**config.mk**
```make
export PLATFORM = sky130hd
export DESIGN_NAME = lbe_node_seq
export DESIGN_NICKNAME = d
export VERILOG_FILES = /design/src/rtl/lbe_pkg.sv /design/src/rtl/lbe_node_seq.sv
export SDC_FILE = /design/constraint.sdc
export NUM_CORES = 1
export LEC_CHECK = 0
export BUFFER_PORTS_ARGS = -buffer_cell sky130_fd_sc_hd__buf_2
export CORE_ASPECT_RATIO = 1.2
export CORE_UTILIZATION = 25
export CTS_CLUSTER_DIAMETER = 200
export CTS_CLUSTER_SIZE = 12
export DETAILED_ROUTE_END_ITERATION = 8
export PLACE_DENSITY = 0.51
export SYNTH_ARGS = -nofsm -noshare
export SYNTH_HDL_FRONTEND = slang
export SYNTH_MEMORY_MAX_BITS = 65536
export SYNTH_SLANG_ARGS = --single-unit
```
**constraint.sdc**
```tcl
create_clock -name clk -period 3.8 [get_ports clk]
set_input_delay 0.19 -clock clk [delete_from_list [all_inputs] [get_ports clk]]
set_output_delay 0.19 -clock clk [all_outputs]
set_load 0.03 [all_outputs]
```
**src/rtl/lbe_pkg.sv**
```systemverilog
package lbe_pkg;

  localparam int FRAC_BITS = 16;
  localparam int COORD_W   = 18;
  localparam int DEG_W     = 3;
  localparam int NODE_W    = 3;
  localparam int OUT_W     = 24;
  localparam int COEF_W    = 13;
  localparam int ACC_W     = 46;
  localparam int PROD_W    = ACC_W + COORD_W;
  localparam int NUM_COEF  = 5;
  localparam int NUM_LANE  = 3;
  localparam int NUM_STEPS = NUM_COEF - 1;

  localparam logic [DEG_W-1:0] MAX_DEGREE = 3'd4;

  // lanes
  localparam int LANE_VAL  = 0;
  localparam int LANE_SLP  = 1;
  localparam int LANE_CURV = 2;

  typedef logic signed [COEF_W-1:0]  coef_t;
  typedef logic signed [ACC_W-1:0]   acc_t;
  typedef logic signed [PROD_W-1:0]  prod_t;
  typedef logic signed [COORD_W-1:0] coord_t;
  typedef logic signed [OUT_W-1:0]   res_t;

  typedef coef_t [NUM_COEF-1:0] row_t;
  typedef coef_t [NUM_LANE-1:0][NUM_COEF-1:0] coef_set_t;

  // accumulator clamp +-2^44, rounding half
  localparam prod_t ACC_MAX  = prod_t'(64'h0000_1000_0000_0000);
  localparam prod_t ACC_MIN  = -ACC_MAX;
  localparam prod_t RND_HALF = prod_t'(64'd1 << (FRAC_BITS - 1));

  typedef struct packed {
    logic [NODE_W-1:0] node;
    logic              last;
    coord_t            coord;
  } tag_t;

  // Horner accumulator stage: coef[l][NUM_STEPS-1] is the next coefficient
  typedef struct packed {
    tag_t                                    tag;
    acc_t [NUM_LANE-1:0]                     acc;
    coef_t [NUM_LANE-1:0][NUM_STEPS-1:0]     coef;
  } hstage_t;

  typedef struct packed {
    logic [NODE_W-1:0]   node;
    logic                last;
    res_t [NUM_LANE-1:0] res;
  } result_t;

  function automatic row_t mk_row(input int a0, input int a1, input int a2,
                                  input int a3, input int a4);
    row_t r;
    r[0] = COEF_W'(a0);
    r[1] = COEF_W'(a1);
    r[2] = COEF_W'(a2);
    r[3] = COEF_W'(a3);
    r[4] = COEF_W'(a4);
    return r;
  endfunction

  // value polynomial coefficients (xi^0..xi^4) over 48
  function automatic row_t poly_row(input logic [DEG_W-1:0] deg,
                                    input logic [NODE_W-1:0] node);
    row_t r;
    case ({deg, node})
      {3'd0, 3'd0}: r = mk_row( 48,   0,    0,   0,    0);
      {3'd1, 3'd0}: r = mk_row( 24, -24,    0,   0,    0);
      {3'd1, 3'd1}: r = mk_row( 24,  24,    0,   0,    0);
      {3'd2, 3'd0}: r = mk_row(  0, -24,   24,   0,    0);
      {3'd2, 3'd1}: r = mk_row( 48,   0,  -48,   0,    0);
      {3'd2, 3'd2}: r = mk_row(  0,  24,   24,   0,    0);
      {3'd3, 3'd0}: r = mk_row( -3,   3,   27, -27,    0);
      {3'd3, 3'd1}: r = mk_row( 27, -81,  -27,  81,    0);
      {3'd3, 3'd2}: r = mk_row( 27,  81,  -27, -81,    0);
      {3'd3, 3'd3}: r = mk_row( -3,  -3,   27,  27,    0);
      {3'd4, 3'd0}: r = mk_row(  0,   8,   -8, -32,   32);
      {3'd4, 3'd1}: r = mk_row(  0, -64,  128,  64, -128);
      {3'd4, 3'd2}: r = mk_row( 48,   0, -240,   0,  192);
      {3'd4, 3'd3}: r = mk_row(  0,  64,  128, -64, -128);
      {3'd4, 3'd4}: r = mk_row(  0,  -8,   -8,  32,   32);
      default:      r = '0;
    endcase
    return r;
  endfunction

  // value, first and second derivative coefficients, zero padded on top
  function automatic coef_set_t lbe_coefs(input logic [DEG_W-1:0] deg,
                                          input logic [NODE_W-1:0] node);
    row_t      r;
    coef_set_t s;
    r = poly_row(deg, node);
    s = '0;
    for (int k = 0; k < NUM_COEF; k++) begin
      s[LANE_VAL][k] = r[k];
    end
    for (int k = 0; k < NUM_COEF - 1; k++) begin
      s[LANE_SLP][k] = COEF_W'((k + 1) * int'($signed(r[k+1])));
    end
    for (int k = 0; k < NUM_COEF - 2; k++) begin
      s[LANE_CURV][k] = COEF_W'((k + 1) * (k + 2) * int'($signed(r[k+2])));
    end
    return s;
  endfunction

endpackage

```
**src/rtl/lbe_node_seq.sv**
```systemverilog
module lbe_node_seq (
  input  logic                      clk,
  input  logic                      rst_n,
  input  logic                      en,
  input  logic                      in_valid,
  input  lbe_pkg::coord_t           in_coord,
  input  logic [lbe_pkg::DEG_W-1:0] degree,
  output logic                      in_ready,
  output logic                      s0_valid_r,
  output lbe_pkg::hstage_t          s0_r
);
  import lbe_pkg::*;

  logic                busy_r, busy_nxt;
  logic [NODE_W-1:0]   node_r, node_nxt;
  logic [DEG_W-1:0]    deg_r, deg_nxt;
  coord_t              coord_r, coord_nxt;
  logic                last_node;
  logic                accept;
  coef_set_t           cset;
  hstage_t             s0_nxt;

  assign last_node = (node_r == deg_r);
  assign in_ready  = en && (!busy_r || last_node);
  assign accept    = in_valid && in_ready;

  always_comb begin
    busy_nxt  = busy_r;
    node_nxt  = node_r;
    deg_nxt   = deg_r;
    coord_nxt = coord_r;
    if (en && busy_r) begin
      if (last_node) begin
        busy_nxt = 1'b0;
      end else begin
        node_nxt = node_r + 1'b1;
      end
    end
    if (accept) begin
      busy_nxt  = (degree <= MAX_DEGREE);  // no nodes above degree four
      node_nxt  = '0;
      deg_nxt   = degree;
      coord_nxt = in_coord;
    end
  end

  // stage 0: coefficient lookup and Horner seed
  always_comb begin
    cset = lbe_coefs(deg_r, node_r);
    s0_nxt.tag.node  = node_r;
    s0_nxt.tag.last  = last_node;
    s0_nxt.tag.coord = coord_r;
    for (int l = 0; l < NUM_LANE; l++) begin
      s0_nxt.acc[l] = acc_t'($signed(cset[l][NUM_COEF-1])) <<< FRAC_BITS;
      for (int k = 0; k < NUM_STEPS; k++) begin
        s0_nxt.coef[l][k] = cset[l][k];
      end
    end
  end

  always_ff @(posedge clk) begin
    if (!rst_n) begin
      busy_r     <= 1'b0;
      s0_valid_r <= 1'b0;
    end else begin
      busy_r <= busy_nxt;
      if (en) begin
        s0_valid_r <= busy_r;
      end
    end
  end

  always_ff @(posedge clk) begin
    node_r  <= node_nxt;
    deg_r   <= deg_nxt;
    coord_r <= coord_nxt;
    if (en) begin
      s0_r <= s0_nxt;
    end
  end

endmodule

```
==> results.sh <==
export IMPL_clk_pin_slew_ns=0.07
export IMPL_place_inst=920
export IMPL_setup_viol=0
export IMPL_yosys_top_cells_area="edfxtp_1 45%, buf_4 32%, ha_1 5.6%"
export IMPL_post_drt_wl_per_cell_um=11.96
export IMPL_layoutNonFillerInstCount=935
export IMPL_seqCellArea_um2=2743
export IMPL_synth_top_area_share_pct=45.17
export IMPL_p_per_area_nw_per_um2=472.9
export IMPL_cp_max_fo=9
export IMPL_report_final_slew_viol_count=0
export IMPL_async_reset_ff_share_pct=0
export IMPL_period_minus_slack_ns=3.409
export IMPL_layout_nets=674
export IMPL_die_x_um=141.7
export IMPL_holdPathStages=1
export IMPL_startpoint="deg_r[2]"
export IMPL_dr_total_vias=3199
export IMPL_globalRouteTotalUtil_pct=8.691
export IMPL_pin_count=343
export IMPL_clkLatencyLatePin_ns=0.34
export IMPL_tritoncts="built"
export IMPL_clockBufferDepth=2
export IMPL_hold_violations=0
export IMPL_h_tree_depth=3
export IMPL_crit_path_end_kind="flip-flop"
export IMPL_totalWireLength_um=11190
export IMPL_start_util_pct=25.81
export IMPL_grt_pass1_wl_um=15330
export IMPL_multi_input_area_um2=1674
export IMPL_dp_hpwl_um=9031
export IMPL_syn_inst=517
export IMPL_fmax_ghz=0.2933
export IMPL_cts_buffers=9
export IMPL_synth_edf_count=88
export IMPL_critPathKind="reg2reg"
export IMPL_hold_start="in_coord[4]"
export IMPL_ys_warn_count=0
export IMPL_ant_nets=0
export IMPL_cpPeakStageDelay_ns=0.58
export IMPL_die_h_um=169.6
export IMPL_grt_max_degree=40
export IMPL_ys_ff_latch=93
export IMPL_gp_congestion=0.8065
export IMPL_worstPathArrival_ns=3.50
export IMPL_r2r_start="deg_r[2]"
export IMPL_fp_coreArea_um2=22670
export IMPL_ctsHoldBuffers=0
export IMPL_rsz0062_at_grt="false"
export IMPL_setup_tns_ns=0
export IMPL_firstDrtPassIters=4
export IMPL_synth_top_area_cell="edfxtp_1"
export IMPL_ctsResizeCount=0
export IMPL_cts_sinks=93
export IMPL_max_cap_viol_count=0
export IMPL_ir_drop_mv=0.2726
export IMPL_antenna_found_initial=0
export IMPL_syn_area_um2=5851
export IMPL_rows=60
export IMPL_post_route_period_util_pct=89.71
export IMPL_io_buffers=199
export IMPL_worst_pin_slew_ns=1.010
export IMPL_cp_num_cells=9
export IMPL_cts_setup_buffers=0
export IMPL_skew_ns=0.01058
export IMPL_reg2reg_depth=9
export IMPL_die_area_um2=24020
export IMPL_drive_gt1_share_pct=37.28
export IMPL_final_common_cell="buf_2"
export IMPL_cp_required_ns=3.89
export IMPL_maxSlewHeadroom_pct=32.58
export IMPL_start_kind="flip-flop"
export IMPL_status="complete, no violations"
export IMPL_crit_buf_inv=0
export IMPL_final_util_pct=27.59
export IMPL_grt_pass1_vias=2688
export IMPL_hp_class="in2reg"
export IMPL_syn_to_final_growth_pct=6.929
export IMPL_leakage_nw=3.133
export IMPL_gr_total_overflow=0
export IMPL_detail_route_iter0_violations=148
export IMPL_synth_area_per_cell_um2=11.32
export IMPL_diodes=0
export IMPL_fillCellCount=2384
export IMPL_path_cells="nor2_1 -> nand3_1 -> o22ai_1 -> ha_1 -> ha_1 -> a21o_1 -> a2111oi_0 -> nor2_1 -> xor2_1"
export IMPL_ys_seq_area_share_pct=46.88
export IMPL_synth_flop_cell="edfxtp_1"
export IMPL_viasPerCell=3.421
export IMPL_drc_errors=0
export IMPL_crit_slowest_cell="a2111oi_0"
export IMPL_cp_top_family="compound AO/OA/AOI/OAI gates"
export IMPL_mostFrequentLayoutCells="198 x buf_2, 143 x conb_1, 88 x edfxtp_1, 26 x ha_1, 19 x nand2_1"
export IMPL_ctsRootBufferMaster="clkbuf_16"
export IMPL_yosysUniqueCellTypes=51
==> area by class of cell <==
class                   count  area share (%)
clock buffers               9           3.600
clock inverters             6           1.780
inverters                  13          0.7800
multi-input cells         296           26.76
flip-flops and latches     93           43.84
well taps                 310           6.200
repair buffers            208           17.04
==> worst register-to-register path, stage by stage, from the launching register on <==
cell and delay, ns:
edfxtp_1 0.51, nor2_1 0.25, nand3_1 0.26, o22ai_1 0.39
ha_1 0.31, ha_1 0.34, a21o_1 0.22, a2111oi_0 0.58
nor2_1 0.14, xor2_1 0.17
==> worst paths after layout <==
path | endpoint | slack [ns]
hold reg to reg | s0_r[299] | 0.42
setup reg to reg | s0_r[90] | 0.39
setup / recovery | s0_r[90] | 0.39
hold / removal | coord_r[4] | 0.02
==> registers in the layout (all words and copies together) (netlist names) <==
signal	flops
busy_r	1
s0_valid_r	1
coord_r	18
node_r	3
deg_r	3
s0_r	67
==> power breakdown <==
part / leakage (nW) / internal (W) / total, W / switching (W)
clock network: 0.162 / 0.000640 / 0.00101 / 0.000365
registers: 0.915 / 0.00119 / 0.00124 / 0.0000412
logic: 2.06 / 0.000142 / 0.000718 / 0.000576
total: 3.13 / 0.00198 / 0.00296 / 0.000982
==> cells by family after synthesis <==
logic type	count (synthesis)	share of synthesized area, %
and+or+nand+nor	60	5.347
buffers and inverters	270	33.66
AOI/OAI and AO/OA	49	5.261
muxes	4	0.7485
DFF	93	46.88
adders and majority gates	28	6.245
other	1	0.06410
xor gates and xnor gates	12	1.796
==> Yosys cell counts, drive strengths merged, types with 2 or more instances <==
master / n
a22o: 2
a31oi: 2
dfxtp: 5
xnor2: 7
or2: 2
nor3: 2
a21oi: 9
nand3: 4
mux2: 3
nor2b: 3
buf: 256
nand2: 19
nand2b: 5
a211oi: 2
a21o: 3
xor2: 5
fa: 2
ha: 26
edfxtp: 88
nor2: 16
and3: 3
inv: 13
o21ai: 20
==> stage by stage <==
| step | setup slack (ns) | area (um^2) | total power (W) | hold slack [ns] |
|---|---|---|---|---|
| 4_1_cts | 0.4206 | 6256 | 0.003004 | 0.007848 |
| 6_report | 0.3910 | 6256 | 0.002959 | 0.02412 |
| 5_1_grt | 0.01842 | 6256 | 0.003080 | 0.004608 |
| 2_1_floorplan | 0.6249 | 6384 | 0.002001 | 0.2874 |
| 3_5_place_dp | 0.4244 | 5919 | 0.001983 | 0.3681 |
| 3_3_place_gp | 0.4353 | 5919 | 0.001981 | 0.3661 |
==> routing by layer <==
metal / track usage (%) / part of all wire (%) / vias up
met5: 0 / 0 / -
met4: 2.805 / 1.0 / 0
met3: 2.596 / 7.6 / 10
met2: 15.51 / 52 / 193
met1: 9.841 / 39 / 1451
li1: - / - / 1545
Power figures use the tool's default switching activity.
